$ cat src/hdl/lcrim_pkg.sv
// Package for the LC reciprocal inductance meter: widths, reset values, codes.
package lcrim_pkg;

  localparam int TimerBitsDefault = 16;

  localparam logic [7:0]  MinOverflowsReset  = 8'd64;
  localparam logic [7:0]  MaxOverflowsReset  = 8'd128;
  localparam logic [31:0] ReferenceRateReset = 32'd4096000000;
  localparam logic [31:0] InductanceCoefReset = 32'd12969101;
  localparam logic [31:0] ZeroOffsetReset    = 32'd1915;

  localparam logic [25:0] RunMax  = 26'd33554431;
  localparam logic [23:0] TickMax = 24'd16777215;

  // Configuration register indexes
  localparam logic [7:0] RegMinOverflows  = 8'd0;
  localparam logic [7:0] RegMaxOverflows  = 8'd1;
  localparam logic [7:0] RegReferenceRate = 8'd2;
  localparam logic [7:0] RegInductanceCoef = 8'd3;
  localparam logic [7:0] RegZeroOffset    = 8'd4;

  // Event kinds and result status codes
  localparam logic ActOverflow = 1'b0;
  localparam logic ActCapture  = 1'b1;
  localparam logic StatDone    = 1'b0;
  localparam logic StatNoRes   = 1'b1;

  typedef enum logic [3:0] {
    ST_IDLE = 4'b0001,
    ST_MUL  = 4'b0010,
    ST_DIV  = 4'b0100,
    ST_FIN  = 4'b1000
  } state_e;

endpackage

$ cat src/hdl/lc_reciprocal_inductance_meter.sv
// Top level of the LC reciprocal inductance meter: tallies, sequencer, mul/div unit.
//
//  channel  | direction | handshake               | payload
//  s_axis   | in        | s_axis_tvalid/tready    | tuser: action; tdata: timer, button
//  m_axis   | out       | m_axis_tvalid/tready    | tuser: status; tdata: results
//  cfg      | in        | cfg_valid_i/cfg_ready_o | cfg_index_i, cfg_data_i
//
// An overflow event that reports nothing, or a capture that leaves the gate open,
// is taken in IDLE, which stays ready; an overflow that reports a dead oscillator
// passes through FIN to load the output register. A capture that closes the gate
// goes through 7 multiply steps on the shared 32x16 multiplier, two runs of the
// radix-2 divider and the output load in FIN before the next transfer is taken.
// The input is not ready while a gate result is computed or waits for a free
// output register. Reset loads the register defaults; the cfg port never stalls.
module lc_reciprocal_inductance_meter #(
  parameter int TIMER_BITS = lcrim_pkg::TimerBitsDefault
) (
  input  logic         clk_i,
  input  logic         rst_ni,
  input  logic         s_axis_tvalid,
  output logic         s_axis_tready,
  input  logic [23:0]  s_axis_tdata,   // [15:0] captured timer count, [16] calibrate_button
  input  logic         s_axis_tuser,   // [0] action
  output logic         m_axis_tvalid,
  input  logic         m_axis_tready,
  output logic [167:0] m_axis_tdata,   // edge_total, tick_total, frequency_hz,
                                       // raw_inductance_nh, adjusted_inductance_nh,
                                       // offset_nh
  output logic         m_axis_tuser,   // [0] status
  input  logic         cfg_valid_i,
  output logic         cfg_ready_o,
  input  logic [7:0]   cfg_index_i,
  input  logic [31:0]  cfg_data_i
);

  localparam int MaskBits = (TIMER_BITS < 16) ? TIMER_BITS : 16;
  localparam logic [15:0] TvMask = 16'((17'(1) << MaskBits) - 17'(1));
  localparam logic [26:0] OvfInc = 27'(1) << TIMER_BITS;

  // Configuration registers
  logic [7:0]  min_ovf_q, max_ovf_q;
  logic [31:0] rate_q, coef_q;
  logic [31:0] off_q, off_d;

  // Tallies
  logic [7:0]        ovf_q, ovf_d;
  logic [15:0]       edge_q, edge_d;
  logic signed [25:0] run_q, run_d;

  // Sequencer and datapath
  lcrim_pkg::state_e state_q, state_d;
  logic [2:0]  step_q, step_d;
  logic        phase_q, phase_d;
  logic [5:0]  cnt_q, cnt_d;
  logic        btn_q, btn_d;
  logic [15:0] e_q, e_d;
  logic [23:0] t_q, t_d;
  logic [47:0] fnum_q, fnum_d;
  logic [47:0] sq_q, sq_d;
  logic [31:0] dsq_q, dsq_d;
  logic [79:0] pr_q, pr_d;
  logic [47:0] dvd_q, dvd_d;
  logic [31:0] rem_q, rem_d;
  logic [31:0] freq_q, freq_d;
  logic        stat_q, stat_d;
  logic        ovalid_q, ovalid_d;
  logic [167:0] odata_q, odata_d;
  logic        ostat_q, ostat_d;

  logic        in_xfer;
  logic [15:0] tv;
  logic [26:0] run_sum;
  logic signed [26:0] ticks;
  logic [31:0] mul_a;
  logic [15:0] mul_b;
  logic [47:0] mul_p;
  logic [31:0] dvs;
  logic [32:0] rem_sh;
  logic        qbit;
  logic [31:0] raw;
  logic [31:0] off_new;
  logic signed [33:0] adj;
  logic [31:0] adj_sat;
  logic        out_free;

  assign s_axis_tready = (state_q == lcrim_pkg::ST_IDLE);
  assign cfg_ready_o   = 1'b1;
  assign in_xfer       = s_axis_tvalid && s_axis_tready;
  assign tv            = s_axis_tdata[15:0] & TvMask;
  assign run_sum       = {run_q[25], run_q} + OvfInc;
  assign ticks         = {run_q[25], run_q} + $signed({11'd0, tv});
  assign out_free      = !ovalid_q || m_axis_tready;

  // Shared multiplier operands by step
  always_comb begin
    mul_a = coef_q;
    mul_b = 16'd0;
    case (step_q)
      3'd0: begin mul_a = rate_q;          mul_b = e_q;                end
      3'd1: begin mul_a = {8'd0, t_q};     mul_b = t_q[15:0];          end
      3'd2: begin mul_a = {8'd0, t_q};     mul_b = {8'd0, t_q[23:16]}; end
      3'd3: begin mul_a = {16'd0, e_q};    mul_b = e_q;                end
      3'd4: begin mul_a = coef_q;          mul_b = sq_q[15:0];         end
      3'd5: begin mul_a = coef_q;          mul_b = sq_q[31:16];        end
      3'd6: begin mul_a = coef_q;          mul_b = sq_q[47:32];        end
      default: begin mul_a = coef_q;       mul_b = 16'd0;              end
    endcase
  end
  assign mul_p = 48'(mul_a) * 48'(mul_b);

  // Shared restoring divider step
  assign dvs    = phase_q ? dsq_q : {8'd0, t_q};
  assign rem_sh = {rem_q, dvd_q[47]};
  assign qbit   = (rem_sh >= {1'b0, dvs});

  // Result assembly for a closed gate
  assign raw     = (dvd_q[47:32] != 16'd0) ? 32'hFFFF_FFFF : dvd_q[31:0];
  assign off_new = btn_q ? ((raw[31]) ? 32'h7FFF_FFFF : raw) : off_q;
  assign adj     = $signed({2'b00, raw}) - $signed({{2{off_new[31]}}, off_new});
  always_comb begin
    if (adj > 34'sd2147483647) begin
      adj_sat = 32'h7FFF_FFFF;
    end else if (adj < -34'sd2147483648) begin
      adj_sat = 32'h8000_0000;
    end else begin
      adj_sat = adj[31:0];
    end
  end

  // Sequencer
  always_comb begin
    state_d  = state_q;
    step_d   = step_q;
    phase_d  = phase_q;
    cnt_d    = cnt_q;
    btn_d    = btn_q;
    e_d      = e_q;
    t_d      = t_q;
    fnum_d   = fnum_q;
    sq_d     = sq_q;
    dsq_d    = dsq_q;
    pr_d     = pr_q;
    dvd_d    = dvd_q;
    rem_d    = rem_q;
    freq_d   = freq_q;
    stat_d   = stat_q;
    ovf_d    = ovf_q;
    edge_d   = edge_q;
    run_d    = run_q;
    off_d    = off_q;
    ovalid_d = ovalid_q;
    odata_d  = odata_q;
    ostat_d  = ostat_q;

    // drop the output once taken
    if (ovalid_q && m_axis_tready) begin
      ovalid_d = 1'b0;
    end

    case (state_q)
      lcrim_pkg::ST_IDLE: begin
        if (in_xfer) begin
          if (s_axis_tuser == lcrim_pkg::ActOverflow) begin
            ovf_d = (ovf_q == 8'hFF) ? ovf_q : ovf_q + 8'd1;
            run_d = ($signed(run_sum) > $signed({1'b0, lcrim_pkg::RunMax}))
                    ? lcrim_pkg::RunMax : run_sum[25:0];
            if (ovf_d > max_ovf_q) begin
              stat_d  = lcrim_pkg::StatNoRes;
              state_d = lcrim_pkg::ST_FIN;
            end
          end else begin
            edge_d = (edge_q == 16'hFFFF) ? edge_q : edge_q + 16'd1;
            if (ovf_q >= min_ovf_q) begin
              e_d    = edge_d;
              edge_d = 16'd0;
              ovf_d  = 8'd0;
              run_d  = 26'(-$signed({1'b0, tv}));
              btn_d  = s_axis_tdata[16];
              if (ticks < 0) begin
                t_d = 24'd0;
              end else if (ticks > $signed({3'd0, lcrim_pkg::TickMax})) begin
                t_d = lcrim_pkg::TickMax;
              end else begin
                t_d = ticks[23:0];
              end
              stat_d  = lcrim_pkg::StatDone;
              step_d  = 3'd0;
              state_d = lcrim_pkg::ST_MUL;
            end
          end
        end
      end

      lcrim_pkg::ST_MUL: begin
        case (step_q)
          3'd0: fnum_d = mul_p;
          3'd1: sq_d   = mul_p;
          3'd2: sq_d   = sq_q + (mul_p << 16);
          3'd3: dsq_d  = mul_p[31:0];
          3'd4: pr_d   = 80'(mul_p);
          3'd5: pr_d   = pr_q + (80'(mul_p) << 16);
          3'd6: pr_d   = pr_q + (80'(mul_p) << 32);
          default: pr_d = pr_q;
        endcase
        step_d = step_q + 3'd1;
        if (step_q == 3'd6) begin
          phase_d = 1'b0;
          cnt_d   = 6'd0;
          rem_d   = 32'd0;
          dvd_d   = fnum_d;
          state_d = lcrim_pkg::ST_DIV;
        end
      end

      lcrim_pkg::ST_DIV: begin
        rem_d = qbit ? 32'(rem_sh - {1'b0, dvs}) : rem_sh[31:0];
        dvd_d = {dvd_q[46:0], qbit};
        cnt_d = cnt_q + 6'd1;
        if (cnt_q == 6'd47) begin
          if (!phase_q) begin
            // hold frequency, start inductance division
            if (t_q == 24'd0 || dvd_d[47:32] != 16'd0) begin
              freq_d = 32'hFFFF_FFFF;
            end else begin
              freq_d = dvd_d[31:0];
            end
            phase_d = 1'b1;
            cnt_d   = 6'd0;
            rem_d   = 32'd0;
            dvd_d   = pr_q[79:32];
          end else begin
            state_d = lcrim_pkg::ST_FIN;
          end
        end
      end

      lcrim_pkg::ST_FIN: begin
        if (out_free) begin
          ovalid_d = 1'b1;
          ostat_d  = stat_q;
          if (stat_q == lcrim_pkg::StatNoRes) begin
            odata_d = {off_q, 136'd0};
          end else begin
            off_d   = off_new;
            odata_d = {off_new, adj_sat, raw, freq_q, t_q, e_q};
          end
          state_d = lcrim_pkg::ST_IDLE;
        end
      end

      default: state_d = lcrim_pkg::ST_IDLE;
    endcase

    // configuration write of the offset also loads the live offset
    if (cfg_valid_i && cfg_index_i == lcrim_pkg::RegZeroOffset) begin
      off_d = cfg_data_i;
    end
  end

  // Control registers
  always_ff @(posedge clk_i or negedge rst_ni) begin
    if (!rst_ni) begin
      state_q   <= lcrim_pkg::ST_IDLE;
      step_q    <= 3'd0;
      phase_q   <= 1'b0;
      cnt_q     <= 6'd0;
      ovf_q     <= 8'd0;
      edge_q    <= 16'd0;
      run_q     <= 26'sd0;
      off_q     <= lcrim_pkg::ZeroOffsetReset;
      ovalid_q  <= 1'b0;
      min_ovf_q <= lcrim_pkg::MinOverflowsReset;
      max_ovf_q <= lcrim_pkg::MaxOverflowsReset;
      rate_q    <= lcrim_pkg::ReferenceRateReset;
      coef_q    <= lcrim_pkg::InductanceCoefReset;
    end else begin
      state_q  <= state_d;
      step_q   <= step_d;
      phase_q  <= phase_d;
      cnt_q    <= cnt_d;
      ovf_q    <= ovf_d;
      edge_q   <= edge_d;
      run_q    <= run_d;
      off_q    <= off_d;
      ovalid_q <= ovalid_d;
      if (cfg_valid_i) begin
        case (cfg_index_i)
          lcrim_pkg::RegMinOverflows:   min_ovf_q <= cfg_data_i[7:0];
          lcrim_pkg::RegMaxOverflows:   max_ovf_q <= cfg_data_i[7:0];
          lcrim_pkg::RegReferenceRate:  rate_q    <= cfg_data_i;
          lcrim_pkg::RegInductanceCoef: coef_q    <= cfg_data_i;
          default: ;
        endcase
      end
    end
  end

  // Payload registers
  always_ff @(posedge clk_i) begin
    btn_q   <= btn_d;
    e_q     <= e_d;
    t_q     <= t_d;
    fnum_q  <= fnum_d;
    sq_q    <= sq_d;
    dsq_q   <= dsq_d;
    pr_q    <= pr_d;
    dvd_q   <= dvd_d;
    rem_q   <= rem_d;
    freq_q  <= freq_d;
    stat_q  <= stat_d;
    odata_q <= odata_d;
    ostat_q <= ostat_d;
  end

  assign m_axis_tvalid = ovalid_q;
  assign m_axis_tdata  = odata_q;
  assign m_axis_tuser  = ostat_q;

endmodule

$ cat config.mk
export PLATFORM = sky130hd
export DESIGN_NAME = lc_reciprocal_inductance_meter
export DESIGN_NICKNAME = d
export VERILOG_FILES = /design/src/hdl/lcrim_pkg.sv /design/src/hdl/lc_reciprocal_inductance_meter.sv
export SDC_FILE = /design/constraint.sdc
export NUM_CORES = 2
export LEC_CHECK = 0
export ABC_CLOCK_PERIOD_IN_PS = 15300
export BUFFER_PORTS_ARGS = -buffer_cell sky130_fd_sc_hd__buf_2
export CAP_MARGIN = 10
export CORE_MARGIN = 4
export CORE_UTILIZATION = 64
export DETAILED_ROUTE_END_ITERATION = 8
export GPL_TIMING_DRIVEN = 0
export PLACE_DENSITY_LB_ADDON = 0.08
export SYNTH_ARGS = -nofsm -noshare
export SYNTH_HDL_FRONTEND = slang
export SYNTH_SLANG_ARGS = --single-unit
$ cat constraint.sdc
create_clock -name clk_i -period 15.3 [get_ports clk_i]
set_input_delay 1.53 -clock clk_i [delete_from_list [all_inputs] [get_ports clk_i]]
set_output_delay 1.53 -clock clk_i [all_outputs]
set_load 0.005 [all_outputs]
=== Word level (Yosys, flattened, before mapping) ===
Cells that the tools add are included.

* Bits in registers: 708
* Latch bits: 0
* RAM bits: 0
* Memory bits (read-only): 0
* Input bits: 70
* Output and inout bits: 172
* Word-level logic and storage cells: 177
* Memories kept: 0

* Add/sub/neg operators: 12
* $mul: 1
* Div/mod/pow operators: 0
* $lt $le $gt $ge: 8
* Equality and inequality tests: 28
* Shift-type cells: 0
* Muxes and demuxes: 60
* Bitwise gates (word level): 1
* Reductions and logical operators: 39

{| class="wikitable"
|+ Operators by type and width
! operator !! count
|-
| two-way mux 32 bit || 13
|-
| one-hot mux 80 bit (3 select lines) || 1
|-
| two-way mux 48 bit || 4
|-
| one-hot mux 48 bit (2 select lines) || 2
|-
| two-way mux 168 bit || 1
|-
| one-hot mux 16 bit (6 select lines) || 1
|-
| one-hot mux 32 bit (3 select lines) || 1
|-
| adder 80 x 64 -> 80 bit || 1
|-
| adder 80 bit || 1
|-
| two-way mux 26 bit || 3
|-
| one-hot mux 32 bit (2 select lines) || 1
|-
| adder 48 bit || 1
|-
| multiplier 32 x 16 -> 48 bit || 1
|-
| greater-than comparator 34 x 32 -> 1 bit (second input constant) || 1
|-
| < comparator 34 x 32 -> 1 bit (second input constant) || 1
|-
| subtractor 33 x 32 -> 34 bit || 1
|-
| greater-or-equal comparator 33 x 32 -> 1 bit || 1
|-
| two-way mux 16 bit || 2
|-
| two-way mux 4 bit || 8
|-
| nonzero test 16 bit || 2
|-
| subtractor 32 bit || 1
|-
| two-way mux 31 bit || 1
|-
| adder 26 x 17 -> 27 bit || 1
|-
| adder 26 x 18 -> 27 bit (second input constant) || 1
|-
| other kinds (50) || 98
|}

=== Logic depth before layout (Yosys ltp) ===
* Word-level depth: 9
* Gate-level depth with buffers: 49
* Depth with buffers taken out: 44

=== Worst setup path before layout ===
No wires, ideal clock.

* Path kind: register to register
* Start: register step_q[2]
* End: register pr_q[63] (data pin)
* Library setup time: 271 ps
* Arrival time: 10969 ps
* Required time: 15029 ps
* Path slack: 4059 ps
* Cell stages (with the launch flop): 43
* Buffers on the path: 8
* Period minus slack after synthesis: 11241 ps
* Path through: dfrtp_1 > clkbuf_1 > inv_1 > buf_1 > ha_1 > clkbuf_1 > or2_2 > clkbuf_1 > nor2_1 > clkbuf_1 > buf_1 > a221oi_1 > nor2_1 > fa_1 > fa_1 > inv_1 > fa_1 > inv_1 > (+7 left out) > a31o_1 > and2_1 > o31ai_2 > and4_1 > a21oi_1 > xnor2_1 > ha_1 > clkbuf_1 > a21o_1 > a21o_1 > a221o_1 > a311oi_1 > a21oi_1 > a221oi_1 > nor3_1 > a2111oi_0 > xor2_1 > o22ai_1

* Word-level cells in the longest chain between the ends: 6
* Elaborated cells on any way between the ends: 15
* Classes of those cells: add/sub: 2; mul: 1; eq/ne: 6; mux: 3; reduce/logical: 3

{| class="wikitable"
|+ RTL lines
! element !! line !! RTL
|-
| start, declared || lc_reciprocal_inductance_meter.sv:52 || <nowiki>logic [2:0] step_q, step_d;</nowiki>
|-
| start signal, assigned || lc_reciprocal_inductance_meter.sv:278 || <nowiki>step_q <= step_d;</nowiki>
|-
| equality test 3 x 2 -> 1 bit, or another cell as far along || lc_reciprocal_inductance_meter.sv:98 || <nowiki>case (step_q)</nowiki>
|-
| OR reduction 2 bit (no source line) || - ||
|-
| one-hot mux 16 bit (6 select lines) / one-hot mux 32 bit (3 select lines) (equally long branches) || lc_reciprocal_inductance_meter.sv:98 ||
|-
| multiplier 32 x 16 -> 48 bit || lc_reciprocal_inductance_meter.sv:109 || <nowiki>assign mul_p = 48'(mul_a) * 48'(mul_b);</nowiki>
|-
| adder 80 bit / adder 80 x 64 -> 80 bit (equally long branches) || lc_reciprocal_inductance_meter.sv:202, lc_reciprocal_inductance_meter.sv:201 ||
|-
| one-hot mux 80 bit (3 select lines) (*) || lc_reciprocal_inductance_meter.sv:195 || <nowiki>case (step_q)</nowiki>
|-
| end signal, assigned || lc_reciprocal_inductance_meter.sv:306 || <nowiki>pr_q <= pr_d;</nowiki>
|-
| end, declared || lc_reciprocal_inductance_meter.sv:61 || <nowiki>logic [79:0] pr_q, pr_d;</nowiki>
|}

Mark *: on every way between the ends. The rest lies on a longest branch, timed or not.
A chain may end at the register's enable or synchronous reset.

=== Worst setup path in the final report ===
* Start: register step_q[2]
* End: register pr_q[63] (data pin)

* Word-level cells in the longest chain between the ends: 6
* Elaborated cells on any way between the ends: 15
* Classes of those cells: add/sub: 2; mul: 1; eq/ne: 6; mux: 3; reduce/logical: 3

{| class="wikitable"
|+ RTL lines
! element !! line !! RTL
|-
| equality test 3 x 2 -> 1 bit, or another cell as far along || lc_reciprocal_inductance_meter.sv:98 ||
|-
| OR reduction 2 bit (no source line) || - ||
|-
| one-hot mux 16 bit (6 select lines) / one-hot mux 32 bit (3 select lines) (equally long branches) || lc_reciprocal_inductance_meter.sv:98 ||
|-
| multiplier 32 x 16 -> 48 bit (*) || lc_reciprocal_inductance_meter.sv:109 ||
|-
| net mul_p[29] || lc_reciprocal_inductance_meter.sv:76 || <nowiki>logic [47:0] mul_p;</nowiki>
|-
| adder 80 bit / adder 80 x 64 -> 80 bit (equally long branches) || lc_reciprocal_inductance_meter.sv:202, lc_reciprocal_inductance_meter.sv:201 ||
|-
| one-hot mux 80 bit (3 select lines) (*) || lc_reciprocal_inductance_meter.sv:195 ||
|}

Mark *: on every way through the listed nets, which the timed path passes. The rest lies on a longest branch.

==> results.sh <==
export IMPL_cap_violations=0
export IMPL_antenna_found_initial=17
export IMPL_syn_avg_cell_area_um2=9.47
export IMPL_post_cts_setup_buffers=0
export IMPL_cts_buffer_depth=3
export IMPL_grt_ovfl_total=0
export IMPL_wl_per_cell_um=27.4
export IMPL_place_hpwl_um=166000
export IMPL_p_per_area_mw_per_mm2=95.7
export IMPL_max_vdd_ir_drop_mv=0.120
export IMPL_rsz0062_at_grt="false"
export IMPL_gp_congestion=1.06
export IMPL_clk_pin_slew_worst_paths_ps=60
export IMPL_synthDistinctLibCells=100
export IMPL_vias_per_cell=6.57
export IMPL_design_area_mm2=0.0638
export IMPL_max_freq_mhz=66.7
export IMPL_ios=242
export IMPL_r2r_start="step_q[2]$_DFFE_PN0P_"
export IMPL_finalCritPeriodShare=0.980
export IMPL_syn_nets=6929
export IMPL_grt_max_degree=100
export IMPL_slowest_delay_ps=1050
export IMPL_fp_dieH_um=308
export IMPL_arrival_ps=15360
export IMPL_yosysWarnings=0
export IMPL_synth_edff_count=515
export IMPL_synthCells=6078
export IMPL_cts_made_buffers=78
export IMPL_port_buffers=232
export IMPL_core_area_mm2=0.0888
export IMPL_grt_pass1_wl_um=306000
export IMPL_synth_flop_cell="edfxtp_1"
export IMPL_final_setup_viol_count=0
export IMPL_drc=8
export IMPL_crit_start="step_q[2]$_DFFE_PN0P_"
export IMPL_cts_sinks=692
export IMPL_whs_ps=491
export IMPL_fp_dieW_um=308
export IMPL_tightest_slew_ps=1520
export IMPL_skew_ps=48.3
export IMPL_regArea_mm2=0.0199
export IMPL_place_area_mm2=0.0610
export IMPL_hold_class="reg2reg"
export IMPL_syn_to_final_growth_pct=10.8
export IMPL_cts_tree="yes"
export IMPL_mostFrequentLayoutCell="nand2_1"
export IMPL_via_count=50500
export IMPL_violations="DRC, slew limit"
export IMPL_drive_gt1_frac=0.0988
export IMPL_rows=109
export IMPL_async_flop_share=0.256
export IMPL_clock_latency_ps=690
export IMPL_final_cell_mix="906 x nand2_1, 547 x inv_1, 515 x nor2_1, 515 x edfxtp_1, 424 x fa_1"
export IMPL_hold_viol_final=0
export IMPL_drv_slew=6
export IMPL_ys_seq_elements=692
export IMPL_die_area_mm2=0.0948
export IMPL_syn_cell_area_mm2=0.0576
export IMPL_clock_root_buffer="clkbuf_16"
export IMPL_timing_slew_headroom=-0.0149
export IMPL_start_util=0.648
export IMPL_p_leak_nw=28.0
export IMPL_grt_pass1_vias=48400
export IMPL_path_max_fanout=10
export IMPL_multiInputGateArea_mm2=0.0347
export IMPL_htree_levels=3
export IMPL_hp_start="edge_q[10]$_DFFE_PN0P_"
export IMPL_endpoint_kind="flip-flop"
export IMPL_grt_usage=0.439
export IMPL_period_needed_ps=14990
export IMPL_final_util=0.718
export IMPL_startpoint_type="flip-flop"
export IMPL_ys_seq_area_frac=0.346
export IMPL_cp_required_ps=15670
export IMPL_final_setup_worst_slack_ps=311
export IMPL_drt_pass1_iterations=9
export IMPL_cpMaxStageDelayCell="a22oi_1"
export IMPL_nets=7286
export IMPL_drtIter0Drc=6875
export IMPL_status="finished with violations"
export IMPL_drt_total_wl_um=211000
export IMPL_finalSetupTns_ps=0
export IMPL_crit_type="reg2reg"
export IMPL_final_fill_count=6707
export IMPL_ant_nets=0
export IMPL_dp_slack_ps=765
## cells in the mapped netlist, drive strengths merged, types with 10 or more instances
cell type | count | area share
fa | 424 | 0.15
ha | 357 | 0.078
a221o | 21 | 0.0037
a211o | 20 | 0.0030
a21oi | 318 | 0.028
a211oi | 39 | 0.0052
edfxtp | 515 | 0.27
mux2 | 85 | 0.017
o22ai | 32 | 0.0035
nor2b | 140 | 0.015
nand2b | 45 | 0.0049
nor3 | 37 | 0.0032
inv | 549 | 0.036
nand3 | 99 | 0.0086
a22o | 37 | 0.0056
o211ai | 24 | 0.0031
a2bb2oi | 14 | 0.0021
nor4 | 19 | 0.0021
clkbuf | 250 | 0.016
buf | 33 | 0.0028
and2 | 52 | 0.0057
o221ai | 10 | 0.0015
o21bai | 28 | 0.0039
o22a | 11 | 0.0017
mux2i | 33 | 0.0057
nand2 | 906 | 0.059
or2 | 44 | 0.0048
xor2 | 132 | 0.020
o21ai | 369 | 0.033
a31oi | 66 | 0.0074
dfrtp | 146 | 0.063
o21a | 63 | 0.0082
a21o | 147 | 0.019
xnor2 | 143 | 0.022
a31o | 10 | 0.0015
and3 | 30 | 0.0033
o31ai | 21 | 0.0028
nand4 | 39 | 0.0042
a221oi | 26 | 0.0041
or3 | 46 | 0.0050
a22oi | 34 | 0.0044
dfstp | 31 | 0.014
nor2 | 518 | 0.034
## final cells by class
cell class | count | share of cell area
well taps | 1165 | 0.0229
repair buffers | 277 | 0.0276
multi-input cells | 4552 | 0.544
clock inverters | 46 | 0.00950
plain buffers | 283 | 0.0172
inverters | 551 | 0.0325
flip-flops and latches | 692 | 0.313
clock buffers | 99 | 0.0330
diodes | 19 | 0.000746
## state kept, by name, summed over array words and instances (netlist names), 24 cells and up
register and cells:
dsq_q 32, coef_q 32, fnum_q 48, run_q 26, dvd_q 48, rate_q 32
t_q 24, rem_q 32, m_axis_tdata 168, sq_q 48, freq_q 32, pr_q 64
off_q 32
## cell families (layout without fill, tap and decap cells)
logic type | after synthesis | in the layout | synth area share
XOR/XNOR | 275 | 275 | 0.0420
flip-flops | 692 | 692 | 0.346
adder cells (fa/ha/maj) | 781 | 781 | 0.225
AND/OR/NAND/NOR | 2010 | 2010 | 0.155
other | 1 | 20 | 0.0000652
buffers and inverters | 834 | 1256 | 0.0550
multiplexers | 118 | 118 | 0.0224
AO/OA/AOI/OAI | 1367 | 1367 | 0.154
## timing repair
item	4_1_cts	5_1_grt
resized for setup	0	1
setup endpoints to repair	0	1
hold buffers	0	0
## metal layers
metal	vias up	routed length, um	track usage	share of wire
li1	21700	-	-	-
met4	12	16800	0.272	0.080
met3	878	32700	0.182	0.16
met1	24300	76200	0.566	0.36
met2	3611	84800	0.617	0.40
met5	-	222	0.00809	0.0011
## stage by stage
step           instances  total power [W]
2_1_floorplan       6078          0.00348
3_3_place_gp        7475          0.00401
3_5_place_dp        7518          0.00405
4_1_cts             7663          0.00604
5_1_grt             7667          0.00632
6_report            7684          0.00610
## critical path: cells and delay by family (launching register included)
family / cells / cell delay (ps)
buffers and inverters: 12 / 3350
AOI/OAI and AO/OA: 15 / 4760
and+or+nand+nor: 5 / 810
DFF: 1 / 350
xor gates and xnor gates: 2 / 950
adders and majority gates: 9 / 4450
## power breakdown
group | internal [W] | total [W] | switching (W) | leakage [nW]
logic | 0.000618 | 0.00174 | 0.00112 | 19.5
clock network | 0.00116 | 0.00201 | 0.000848 | 1.31
registers | 0.00223 | 0.00236 | 0.000121 | 7.21
total | 0.00401 | 0.00610 | 0.00209 | 28.0
## path summary, 6_finish.rpt
path / endpoint / slack [ps] / depth (start not counted)
max in group asynchronous: coef_q[21]$_DFFE_PN0P_ / 13480 / 2
hold reg to reg: edge_q[10]$_DFFE_PN0P_ / 490 / 1
setup reg to reg: pr_q[63]$_DFFE_PP_ / 310 / 43
setup / recovery: pr_q[63]$_DFFE_PP_ / 310 / 43
min in group asynchronous: cnt_q[1]$_DFFE_PN0P_ / 800 / 1
hold / removal: edge_q[10]$_DFFE_PN0P_ / 490 / 1
(Power assumes the default switching activity.)
